### config.mk
export PLATFORM = sky130hd
export DESIGN_NAME = serial_packet_deframer_unit
export DESIGN_NICKNAME = d
export VERILOG_FILES = /design/src/hw/rtl/spd_pkg.sv /design/src/hw/rtl/spd_ram.sv /design/src/hw/rtl/spd_parser.sv /design/src/hw/rtl/serial_packet_deframer_unit.sv
export SDC_FILE = /design/constraint.sdc
export NUM_CORES = 2
export LEC_CHECK = 0
export BUFFER_PORTS_ARGS = -buffer_cell sky130_fd_sc_hd__buf_2
export CORE_MARGIN = 4
export CORE_UTILIZATION = 30
export CTS_CLUSTER_SIZE = 30
export DETAILED_ROUTE_END_ITERATION = 16
export PLACE_DENSITY_LB_ADDON = 0.1
export REMOVE_ABC_BUFFERS = 1
export SETUP_SLACK_MARGIN = 0.02
export SKIP_LAST_GASP = 1
export SYNTH_ARGS = -nofsm -noshare
export SYNTH_HDL_FRONTEND = slang
export SYNTH_SLANG_ARGS = --single-unit
### constraint.sdc
create_clock -name clk -period 3.57 [get_ports clk]
set_input_delay 0.1785 -clock clk [delete_from_list [all_inputs] [get_ports clk]]
set_output_delay 0.1785 -clock clk [all_outputs]
set_load 0.01 [all_outputs]
### src/hw/rtl/spd_pkg.sv
// ----------------------------------------------------------------------------
// spd_pkg
// Shared types and constants of the serial packet deframer: operation codes,
// configuration register indexes, buffer geometry and inter-module structs.
// ----------------------------------------------------------------------------
package spd_pkg;

    // Payload buffer geometry (one ping-pong half)
    localparam int BUFFER_DEPTH = 256;
    localparam int ADDR_W       = $clog2(BUFFER_DEPTH);
    localparam int CNT_W        = 9;                      // holds 0..256
    localparam int HWM_W        = $clog2(BUFFER_DEPTH + 1);
    localparam int RAM_DEPTH    = 2 * BUFFER_DEPTH;

    // Header byte defaults
    localparam logic [7:0] FIRST_HEADER_RESET  = 8'd84;
    localparam logic [7:0] SECOND_HEADER_RESET = 8'd254;

    // Operation codes
    localparam logic [1:0] OP_RX_BYTE = 2'd0;
    localparam logic [1:0] OP_READ    = 2'd1;
    localparam logic [1:0] OP_ACK     = 2'd2;

    // Configuration register indexes
    localparam logic [7:0] CFG_FIRST_HEADER  = 8'd0;
    localparam logic [7:0] CFG_SECOND_HEADER = 8'd1;

    // Buffer write request from the parser
    typedef struct packed {
        logic              en;
        logic              bank;   // 0: buffer A, 1: buffer B
        logic [ADDR_W-1:0] addr;
        logic [7:0]        data;
    } spd_wr_t;

    // Parser status after one step
    typedef struct packed {
        logic       frame_done;
        logic       checksum_ok;
        logic       frame_ready;
        logic [7:0] packet_type;
        logic [7:0] frame_length;
        logic [2:0] parser_phase;
    } spd_status_t;

endpackage

### src/hw/rtl/spd_ram.sv
// ----------------------------------------------------------------------------
// spd_ram
// Generic simple dual-port RAM: one write port, one read port with
// registered read data that holds while no read is issued.
// ----------------------------------------------------------------------------
module spd_ram #(
    parameter int WIDTH = 8,
    parameter int DEPTH = 512
) (
    input  logic                     clk,
    input  logic                     wr_en,
    input  logic [$clog2(DEPTH)-1:0] wr_addr,
    input  logic [WIDTH-1:0]         wr_data,
    input  logic                     rd_en,
    input  logic [$clog2(DEPTH)-1:0] rd_addr,
    output logic [WIDTH-1:0]         rd_data
);

    logic [WIDTH-1:0] mem [DEPTH];

    always_ff @(posedge clk)
    begin
        if (wr_en)
        begin
            mem[wr_addr] <= wr_data;
        end
        if (rd_en)
        begin
            rd_data <= mem[rd_addr];
        end
    end

endmodule

### src/hw/rtl/spd_parser.sv
// ----------------------------------------------------------------------------
// spd_parser
// Frame state machine: header hunt, type and length capture, payload sum,
// checksum check, ready flag and ping-pong buffer selection.
// ----------------------------------------------------------------------------
module spd_parser (
    input  logic                clk,
    input  logic                rst_n,
    input  logic                accept,
    input  logic [1:0]          op,
    input  logic [7:0]          rx_byte,
    input  logic [7:0]          first_header,
    input  logic [7:0]          second_header,
    output spd_pkg::spd_wr_t     wr,
    output spd_pkg::spd_status_t status_next,
    output logic                fill_select
);
    import spd_pkg::*;

    typedef enum logic [2:0] {
        PH_HDR1 = 3'd0,
        PH_HDR2 = 3'd1,
        PH_TYPE = 3'd2,
        PH_LEN  = 3'd3,
        PH_PAY  = 3'd4
    } phase_t;

    phase_t     phase_reg,  phase_next;
    logic [7:0] type_reg,   type_next;
    logic [7:0] length_reg, length_next;
    logic [7:0] count_reg,  count_next;
    logic [7:0] sum_reg,    sum_next;
    logic       fill_reg,   fill_next;
    logic       ready_reg,  ready_next;
    logic       done;
    logic       ok;

    always_comb
    begin
        phase_next  = phase_reg;
        type_next   = type_reg;
        length_next = length_reg;
        count_next  = count_reg;
        sum_next    = sum_reg;
        fill_next   = fill_reg;
        ready_next  = ready_reg;
        done        = 1'b0;
        ok          = 1'b0;
        wr.en       = 1'b0;
        wr.bank     = ~fill_reg;
        wr.addr     = count_reg[ADDR_W-1:0];
        wr.data     = rx_byte;

        case (op)
            OP_RX_BYTE:
            begin
                unique case (phase_reg)
                    PH_HDR1:
                    begin
                        if (rx_byte == first_header)
                        begin
                            phase_next = PH_HDR2;
                        end
                    end
                    PH_HDR2:
                    begin
                        if (rx_byte == second_header)
                        begin
                            phase_next = PH_TYPE;
                        end
                    end
                    PH_TYPE:
                    begin
                        sum_next   = 8'd0;
                        type_next  = rx_byte;
                        phase_next = PH_LEN;
                    end
                    PH_LEN:
                    begin
                        length_next = rx_byte;
                        count_next  = 8'd0;
                        phase_next  = (rx_byte == 8'd0) ? PH_HDR1 : PH_PAY;
                    end
                    PH_PAY:
                    begin
                        if (({1'b0, count_reg} + 9'd1) == {1'b0, length_reg})
                        begin
                            // closing checksum byte
                            done       = 1'b1;
                            if (sum_reg == rx_byte)
                            begin
                                ok         = 1'b1;
                                ready_next = 1'b1;
                            end
                            fill_next  = ~fill_reg;
                            phase_next = PH_HDR1;
                        end
                        else
                        begin
                            // drop the store past depth, keep summing
                            wr.en      = ({1'b0, count_reg} < CNT_W'(BUFFER_DEPTH));
                            sum_next   = sum_reg + rx_byte;
                            count_next = count_reg + 8'd1;
                        end
                    end
                    default:
                    begin
                        phase_next = PH_HDR1;
                    end
                endcase
            end
            OP_ACK:
            begin
                ready_next = 1'b0;
            end
            default:
            begin
            end
        endcase
    end

    always_ff @(posedge clk or negedge rst_n)
    begin
        if (!rst_n)
        begin
            phase_reg  <= PH_HDR1;
            type_reg   <= 8'd0;
            length_reg <= 8'd0;
            count_reg  <= 8'd0;
            sum_reg    <= 8'd0;
            fill_reg   <= 1'b0;
            ready_reg  <= 1'b0;
        end
        else if (accept)
        begin
            phase_reg  <= phase_next;
            type_reg   <= type_next;
            length_reg <= length_next;
            count_reg  <= count_next;
            sum_reg    <= sum_next;
            fill_reg   <= fill_next;
            ready_reg  <= ready_next;
        end
    end

    always_comb
    begin
        status_next.frame_done   = done;
        status_next.checksum_ok  = ok;
        status_next.frame_ready  = ready_next;
        status_next.packet_type  = type_next;
        status_next.frame_length = length_next;
        status_next.parser_phase = phase_next;
    end

    assign fill_select = fill_reg;

endmodule

### src/hw/rtl/serial_packet_deframer_unit.sv
// ----------------------------------------------------------------------------
// serial_packet_deframer_unit
// Serial packet deframer with an 8-bit additive checksum and ping-pong
// payload buffers.
// ----------------------------------------------------------------------------
// Result path: RAM read stage, then result register; out_valid rises when an
//   accepted item moves on from the RAM read stage into the result register.
// Throughput: one item per cycle while the result channel is not stalled; set by
//   the one write port plus one read port of the shared buffer RAM.
// Reset (rst_n, async, active low): parser state, handshake valids and
//   fill marks clear at once; no clearing pass, so items are taken right away.
// ----------------------------------------------------------------------------
module serial_packet_deframer_unit (
    input  logic       clk,
    input  logic       rst_n,
    // input item channel
    input  logic       in_valid,
    output logic       in_stall,
    input  logic [1:0] op,
    input  logic [7:0] rx_byte,
    input  logic [7:0] read_index,
    // result channel
    output logic       out_valid,
    input  logic       out_stall,
    output logic       frame_done,
    output logic       checksum_ok,
    output logic       frame_ready,
    output logic [7:0] packet_type,
    output logic [7:0] frame_length,
    output logic [7:0] read_data,
    output logic [2:0] parser_phase,
    // configuration write channel
    input  logic       cfg_valid,
    output logic       cfg_ready,
    input  logic [7:0] cfg_index,
    input  logic [7:0] cfg_data
);
    import spd_pkg::*;

    // ------------------------------------------------------------------
    // Configuration: header registers, always ready
    // ------------------------------------------------------------------
    logic [7:0] hdr1_reg;
    logic [7:0] hdr2_reg;

    assign cfg_ready = 1'b1;

    always_ff @(posedge clk or negedge rst_n)
    begin
        if (!rst_n)
        begin
            hdr1_reg <= FIRST_HEADER_RESET;
            hdr2_reg <= SECOND_HEADER_RESET;
        end
        else if (cfg_valid && cfg_ready)
        begin
            unique case (cfg_index)
                CFG_FIRST_HEADER:  hdr1_reg <= cfg_data;
                CFG_SECOND_HEADER: hdr2_reg <= cfg_data;
                default:
                begin
                end
            endcase
        end
    end

    // ------------------------------------------------------------------
    // Handshake: stage 1 (RAM read data) and stage 2 (result register).
    // Stage 1 advances whenever the result register is empty or drained,
    // so the input stalls only while both stages hold an item and the
    // result is stalled.
    // ------------------------------------------------------------------
    logic s1_valid_reg;
    logic out_valid_reg;
    logic s1_adv;
    logic accept;

    assign s1_adv   = !out_valid_reg || !out_stall;
    assign in_stall = s1_valid_reg && !s1_adv;
    assign accept   = in_valid && !in_stall;

    // ------------------------------------------------------------------
    // Frame parser
    // ------------------------------------------------------------------
    spd_wr_t     wr;
    spd_status_t status_next;
    logic        fill_select;

    spd_parser u_parser (
        .clk           (clk),
        .rst_n         (rst_n),
        .accept        (accept),
        .op            (op),
        .rx_byte       (rx_byte),
        .first_header  (hdr1_reg),
        .second_header (hdr2_reg),
        .wr            (wr),
        .status_next   (status_next),
        .fill_select   (fill_select)
    );

    // ------------------------------------------------------------------
    // Fill marks: each frame fills its buffer from position 0 upward, so an
    // entry has ever been written exactly when it lies below the buffer's
    // high-water mark. Entries at or above the mark read as zero, which matches
    // the cleared buffers after reset.
    // ------------------------------------------------------------------
    logic [HWM_W-1:0] hwm_a_reg;
    logic [HWM_W-1:0] hwm_b_reg;
    logic             wr_fresh;

    assign wr_fresh = (CNT_W'(wr.addr) == CNT_W'(wr.bank ? hwm_b_reg : hwm_a_reg));

    always_ff @(posedge clk or negedge rst_n)
    begin
        if (!rst_n)
        begin
            hwm_a_reg <= '0;
            hwm_b_reg <= '0;
        end
        else if (accept && wr.en && wr_fresh)
        begin
            if (wr.bank)
            begin
                hwm_b_reg <= hwm_b_reg + HWM_W'(1);
            end
            else
            begin
                hwm_a_reg <= hwm_a_reg + HWM_W'(1);
            end
        end
    end

    // ------------------------------------------------------------------
    // Buffer RAM: bank 0 is buffer A, bank 1 is buffer B. Reads go to the
    // completed buffer, writes to the one being filled, so the two ports
    // never touch the same half in one cycle.
    // ------------------------------------------------------------------
    logic                  rd_bank;
    logic                  rd_hit;
    logic [HWM_W-1:0]      rd_hwm;
    logic [7:0]            ram_rd_data;

    assign rd_bank = fill_select;
    assign rd_hwm  = rd_bank ? hwm_b_reg : hwm_a_reg;
    assign rd_hit  = (op == OP_READ) && ({1'b0, read_index} < CNT_W'(rd_hwm));

    spd_ram #(
        .WIDTH (8),
        .DEPTH (RAM_DEPTH)
    ) u_ram (
        .clk     (clk),
        .wr_en   (accept && wr.en),
        .wr_addr ({wr.bank, wr.addr}),
        .wr_data (wr.data),
        .rd_en   (accept),
        .rd_addr ({rd_bank, read_index[ADDR_W-1:0]}),
        .rd_data (ram_rd_data)
    );

    // ------------------------------------------------------------------
    // Stage 1: hold the post-step status beside the RAM read
    // ------------------------------------------------------------------
    spd_status_t s1_status_reg;
    logic        s1_hit_reg;

    always_ff @(posedge clk or negedge rst_n)
    begin
        if (!rst_n)
        begin
            s1_valid_reg <= 1'b0;
        end
        else if (accept)
        begin
            s1_valid_reg <= 1'b1;
        end
        else if (s1_adv)
        begin
            s1_valid_reg <= 1'b0;
        end
    end

    always_ff @(posedge clk)
    begin
        if (accept)
        begin
            s1_status_reg <= status_next;
            s1_hit_reg    <= rd_hit;
        end
    end

    // ------------------------------------------------------------------
    // Stage 2: result register; a miss reads as zero
    // ------------------------------------------------------------------
    spd_status_t out_status_reg;
    logic [7:0]  out_data_reg;

    always_ff @(posedge clk or negedge rst_n)
    begin
        if (!rst_n)
        begin
            out_valid_reg <= 1'b0;
        end
        else if (s1_adv)
        begin
            out_valid_reg <= s1_valid_reg;
        end
    end

    always_ff @(posedge clk)
    begin
        if (s1_adv && s1_valid_reg)
        begin
            out_status_reg <= s1_status_reg;
            out_data_reg   <= s1_hit_reg ? ram_rd_data : 8'd0;
        end
    end

    assign out_valid    = out_valid_reg;
    assign frame_done   = out_status_reg.frame_done;
    assign checksum_ok  = out_status_reg.checksum_ok;
    assign frame_ready  = out_status_reg.frame_ready;
    assign packet_type  = out_status_reg.packet_type;
    assign frame_length = out_status_reg.frame_length;
    assign parser_phase = out_status_reg.parser_phase;
    assign read_data    = out_data_reg;

endmodule

Yosys cells after proc, flatten, opt, wreduce, memory -nomap -nowiden
Memories as Yosys holds them, arrays and structs flattened. A register that Yosys moved wholly into a read port is not among the register bits.
Index checks and enable logic that the tools add are counted.

word-level totals
  register bits = 126
  RAM bits = 4,096
  logic and storage cells = 104
  memories = 1

memory list
  name       depth  width  read ports  clocked after Yosys merged registers in  write ports  line           text
  u_ram.mem  512    8      1           1                                        1            spd_ram.sv:19  logic [WIDTH-1:0] mem [DEPTH];

cells by class
  $add $sub $neg = 5
  magnitude comparators = 1
  equality and inequality tests = 13
  mux-type cells = 29
  bitwise gates (word level) = 1
  reductions and logical operators = 27

operator list
  operator                                                          number
  8-bit two-way mux                                                 6
  8-bit one-hot mux with 2 select lines                             2
  8-bit == test                                                     3
  9-bit by 1-bit adder with 9-bit output (second input constant)    2
  9-bit two-way mux                                                 2
  8-bit logical NOT                                                 2
  3-bit two-way mux                                                 5
  3-bit one-hot mux with 5 select lines                             1
  1-bit two-way mux                                                 12
  4-bit AND reduction                                               3
  2-bit AND reduction                                               5
  8-bit by 1-bit adder with 9-bit output (second input constant)    1
  8-bit by 9-bit == test with 1-bit output                          1
  9-bit by 8-bit == test with 1-bit output                          1
  8-bit by 9-bit < comparator with 1-bit output                     1
  8-bit by 1-bit adder with 8-bit output (second input constant)    1
  8-bit adder                                                       1
  8-bit by 1-bit == test with 1-bit output (second input constant)  1
  3-bit by 2-bit == test with 1-bit output (second input constant)  2
  1-bit logical AND                                                 6
  2-bit nonzero test                                                3
  1-bit logical NOT                                                 4
  3-bit by 1-bit == test with 1-bit output (second input constant)  1
  3-bit == test (second input constant)                             1
  other kinds (9)                                                   9

Longest topological paths before layout
  depth after elaboration = 9
  mapped depth = 12
  mapped depth without buffers = 9

Modules after synthesis
A second synthesis with hierarchy kept.

second synthesis, totals
  cells, all modules = 8,604
  area, all modules = 166,455.9 sq um

by module, submodules not included
  module                       times used  cells an instance  area each (sq um)  sequential area each (sq um)
  spd_ram                      1           8,030              160,007.2          123,238.2
  serial_packet_deframer_unit  1           242                3,701.0            2,504.9
  spd_parser                   1           332                2,747.6            925.9

Worst setup path before layout
OpenSTA, ideal clock, no wires.

  kind = flip-flop to flip-flop
  from = reg out_valid_reg (netlist: out_valid)
  to = reg out_status_reg (netlist bit checksum_ok), enable pin
  library setup time = 463 ps
  arrival time = 2,676 ps
  setup slack = 431 ps
  stages on the path, launching flop included = 2
  buffers on the path = 0
  clock period less this slack = 3,139 ps
  path through = dfrtp_1 a21boi_0

between the ends
  longest elaborated chain between the ends = 3

ends and longest elaborated chain
  item                    line                                text
  from (decl)             serial_packet_deframer_unit.sv:74   logic out_valid_reg;
  from (signal assigned)  serial_packet_deframer_unit.sv:206  out_valid_reg <= s1_valid_reg;
  1-bit logical NOT       serial_packet_deframer_unit.sv:78   assign s1_adv = !out_valid_reg || !out_stall;
  1-bit logical OR        serial_packet_deframer_unit.sv:78
  1-bit logical AND       serial_packet_deframer_unit.sv:212  if (s1_adv && s1_valid_reg)
  to (signal assigned)    serial_packet_deframer_unit.sv:214  out_status_reg <= s1_status_reg;
  to (decl)               serial_packet_deframer_unit.sv:195  spd_status_t out_status_reg;

No other way between the ends.
A chain may end at the register's enable or synchronous reset.

Worst setup path in the final report
  from = reg u_parser.count_reg[0]
  to = mem u_ram.mem[372][2], enable pin

between the ends
  longest elaborated chain between the ends = 8

ends and longest elaborated chain
  item                                      line                                text
  from (decl)                               spd_parser.sv:31                    logic [7:0] count_reg, count_next;
  from (signal assigned)                    spd_parser.sv:139                   count_reg <= count_next;
  8-bit by 1-bit adder with 9-bit output    spd_parser.sv:86                    if (({1'b0, count_reg} + 9'd1) == {1'b0, length_reg})
  9-bit by 8-bit == test with 1-bit output  spd_parser.sv:86
  1-bit two-way mux                         spd_parser.sv:86
  1-bit two-way mux                         spd_parser.sv:57                    unique case (phase_reg)
  1-bit two-way mux                         spd_parser.sv:54                    case (op)
  1-bit logical AND                         serial_packet_deframer_unit.sv:153  .wr_en (accept && wr.en),
  1-bit two-way mux                         spd_ram.sv:23                       if (wr_en)
  1-bit two-way mux (not written as such)   spd_ram.sv:25                       mem[wr_addr] <= wr_data;
  to (decl)                                 spd_ram.sv:19

Several ways; a longest one is shown, not always the timed one.

==> run_results.csv <==
group,metric,value,unit
global_route,met3_usage,0.02373,
global_route,use_met2,0.2885,
clock_network,cts_max_path_buffers,4,
worst_setup_path,crit_path_start_kind,"flip-flop",
sta,setup_violations,0,
clock_network,cts_tree,"built",
worst_setup_path,timing.rr.start,"u_parser.count_reg[0]$_DFFE_PN0P_",
flow_run,max-cap-violations,0,
logic_synthesis,synth_compound_area_frac,0.01970,
worst_setup_path,crit_path_end_kind,"flip-flop",
logic_synthesis,synth_edf_count,4157,
logic_synthesis,yosys-top-cells-area,"edfxtp_1 76%, mux4_2 14%, nor2_1 1.7%",
finish,final_layout_size_suffix_gt1_frac,0.2822,
logic_synthesis,seq_area_frac_synth,0.7684,
clock_network,cts.sink_count,4230,
pwr,peakVddDrop,408.9,µV
placement,place_ws,-868.7,ps
sta,timing.final.crit_period,3388,ps
pwr,p_leak,61.24,nW
worst_setup_path,cp_num_buf_inv,3,
worst_setup_path,critPathMostFrequentCell,"buf_12",
clock_network,path_clk_slew,60,ps
finish,fin_nets,8630,
pwr,p_sw,0.02496,W
worst_setup_path,cp_max_fo,16,
worst_setup_path,worstPathCellList,"inv_1 > ha_1 > xor2_1 > a211oi_1 > nand4_1 > o31a_2 > and3_1 > buf_12 > buf_12 > nand2_4 > nor2_1",
worst_setup_path,crit_start,"u_parser.count_reg[0]$_DFFE_PN0P_",
clock_network,cts_root_buf,"clkbuf_16",
clock_network,insertion_delay,1020,ps
logic_synthesis,synth_flop_cell,"edfxtp_1",
global_route,grt_first_pass_wirelength,691500,µm
worst_setup_path,required,4210,ps
pwr,powerDensity,562.6,nW/µm²
finish,fin_area,194000,µm²
logic_synthesis,synth_mux_area_frac,0.1608,
worst_setup_path,critPathArrivalTime,4030,ps
global_route,track_usage,0.1735,
logic_synthesis,synth_area_leader_cell,"edfxtp_1",
sta,worst_slack,181.6,ps
worst_setup_path,critical_path_cell_count,11,
die,die_x,749.3,µm
worst_setup_path,crit_type,"flip-flop to flip-flop",
logic_synthesis,synth_cells,7881,
die,coreArea,548300,µm²
drt,drt_pass1_iterations,7,
drt,vias,80850,
logic_synthesis,synthXorXnorAreaFrac,0.003028,
finish,area_growth_syn_to_layout,17.69,%
die,start_util,0.3007,
pwr,power_frac_seq,0.503,
logic_synthesis,synth_seq_cells,4230,
global_route,grt_util_met1,0.2428,
drt,post-route-drc-count,0,
drt,drtAntennaViolNets,0,
worst_setup_path,crit_end,"u_ram.mem[372][2]$_DFFE_PP_",
global_route,grt_start_max_net_pins,165,
logic_synthesis,yosysUniqueCellTypes,74,
sta,finalHoldViolCount,0,
sta,slew_headroom,0.02659,
finish,largest_reg_flops,4096,
logic_synthesis,synth_area_per_cell,20.92,µm²
sta,maxSlewViolCount,0,
worst_setup_path,r2r_end,"u_ram.mem[372][2]$_DFFE_PP_",
die,die-area,561400,µm²
clock_network,numCtsBuffers,464,
drt,routed_wl,495800,µm
drt,vias_per_cell,4.977,
drt,wl_per_cell,30.52,µm
worst_setup_path,rrSetupSlack,180,ps
global_route,grt-busiest-layer,"met2",
pwr,p_int,0.08420,W
logic_synthesis,synth_top_area_share,0.7572,
clock_network,post_cts_buffers,0,
global_route,antenna_found_initial,26,
logic_synthesis,yosysWarnings,0,
sta,finClkSkew,47.48,ps
placement,dp_hpwl,312100,µm
placement,gp_congestion,0.7750,
pwr,combPwrFrac,0.064,
global_route,grt_overflow,0,
die,ios,72,
pwr,power.share.clock,0.433,
logic_synthesis,synth_top_family_by_area,"multiplexers",
run_status,status,"complete, no violations",
worst_setup_path,path_delay_family,"simple AND/OR/NAND/NOR gates",
placement,portBuffers,70,
logic_synthesis,async_reset_ff_frac,0.01726,
worst_setup_path,reg2reg_depth,11,
sta,rsz0062_at_grt,"yes",
global_route,grt_pass1_vias,85220,
placement,placed_cell_area,178500,µm²
pwr,switching_share,0.2287,
logic_synthesis,synthAdderAreaFrac,0.001715,
clock_network,ctsHtreeMaxLevel,5,
pwr,power.total,0.1092,W
sta,max_freq,295.1,MHz
finish,nFillCells,50640,
hold_path,hold_path.class,"input pin to flip-flop",
die,rows,272,
sta,tightest_slew,1460,ps
hold_path,hold_depth,4,
worst_setup_path,critPathMaxStageDelay,760,ps
sta,timing.final.crit_share,0.9491,
logic_synthesis,synth_area,164900,µm²
die,die_h,749.3,µm
worst_setup_path,slowest_stage,"nor2_1",
drt,drtIter0Drc,7198,
logic_synthesis,synth-simple-area-share,0.03181,
## power by group through the flow
stage	Combinational, W	Sequential, W	Clock (W)
final	0.00700	0.0549	0.0473
after global routing	0.00744	0.0548	0.0508
after CTS	0.00722	0.0548	0.0486
after detailed placement	0.00716	0.0559	0
after global placement	0.00716	0.0559	0
after floorplan	0.00235	0.0559	0
## cells in the mapped netlist, types with 39 or more instances
cell type / count
a211oi_1: 92
a21oi_1: 88
buf_1: 59
buf_2: 146
buf_4: 89
clkbuf_1: 180
dfrtp_1: 63
edfxtp_1: 4157
mux2_2: 61
mux2i_1: 274
mux4_2: 1025
nand2_1: 186
nand3_1: 108
nor2_1: 767
o21ai_0: 146
o22ai_1: 107
xnor2_1: 39
## worst min path at each step
| stage | end | from |
|---|---|---|
| floorplan | hdr1_reg[0]$_DFFE_PN0P_ | rst_n |
| global placement | hdr1_reg[1]$_DFFE_PN0P_ | rst_n |
| detailed placement | hdr1_reg[5]$_DFFE_PN0P_ | rst_n |
| CTS | s1_hit_reg$_DFFE_PP_ | read_index[5] |
| global route | s1_hit_reg$_DFFE_PP_ | read_index[5] |
| finish | s1_hit_reg$_DFFE_PP_ | read_index[5] |
## routing by layer
layer / part of all wire / vias to the layer above
li1: - / 33960
met1: 0.44 / 44070
met2: 0.49 / 2244
met3: 0.050 / 578
met4: 0.022 / 0
met5: 0 / -
## through the flow
step / hold WS, ps / instances / utilization / TNS, ps
after global placement: 314.9 / 15320 / 0.3255 / -42290
final: 103.5 / 16250 / 0.3539 / 0
after global routing: 77.22 / 16240 / 0.3538 / -316.0
after CTS: 24.99 / 16230 / 0.3537 / 0
after detailed placement: 334.3 / 15320 / 0.3255 / -3639
after floorplan: -117.1 / 7402 / - / -2009970
## cells in the final DEF, fill, tap and decap left out, drive strengths merged, types with 39 or more instances in the layout
cell / n
a211oi: 92
a21oi: 89
buf: 655
bufinv: 41
clkbuf: 571
clkinv: 228
dfrtp: 63
dlygate4sd3: 46
edfxtp: 4157
mux2: 61
mux2i: 274
mux4: 1025
nand2: 194
nand3: 117
nor2: 768
o21ai: 148
o22ai: 107
xnor2: 39
## timing repair
action	4_1_cts	5_1_grt
endpoints found under the setup margin	62	1770
resized for setup	5	36
pin swaps	0	0
hold endpoints to repair	1397	0
hold buffers	47	0
## cell families (layout without fill, tap and decap cells)
group / count (synthesis) / in the layout
flip-flops: 4230 / 4230
multiplexers: 1360 / 1360
AND/OR/NAND/NOR: 1202 / 1202
AO/OA/AOI/OAI: 519 / 519
buffers and inverters: 490 / 1582
XOR/XNOR: 57 / 57
adder cells (fa/ha/maj): 22 / 22
other: 1 / 12
## worst reg2reg max path, stage by stage (launching register included)
cell	delay, ps
dfrtp_2	440
inv_1	100
ha_1	340
xor2_1	160
a211oi_1	70
nand4_1	140
o31a_2	250
and3_1	250
buf_12	200
buf_12	160
nand2_4	160
nor2_1	770
## area by class of cell
cell class	instances	area (µm²)	share of cell area
Antenna cell	11	27.53	0.0001419
Clock buffer	571	12170	0.06273
Clock inverter	299	2754	0.01419
Inverter	11	43.79	0.0002257
Multi-Input combinational cell	3161	36080	0.1859
Sequential cell	4230	126700	0.6529
Tap cell	7261	9085	0.04682
Timing Repair Buffer	701	7188	0.03705
Note: power is estimated with default switching activity, not from simulation.
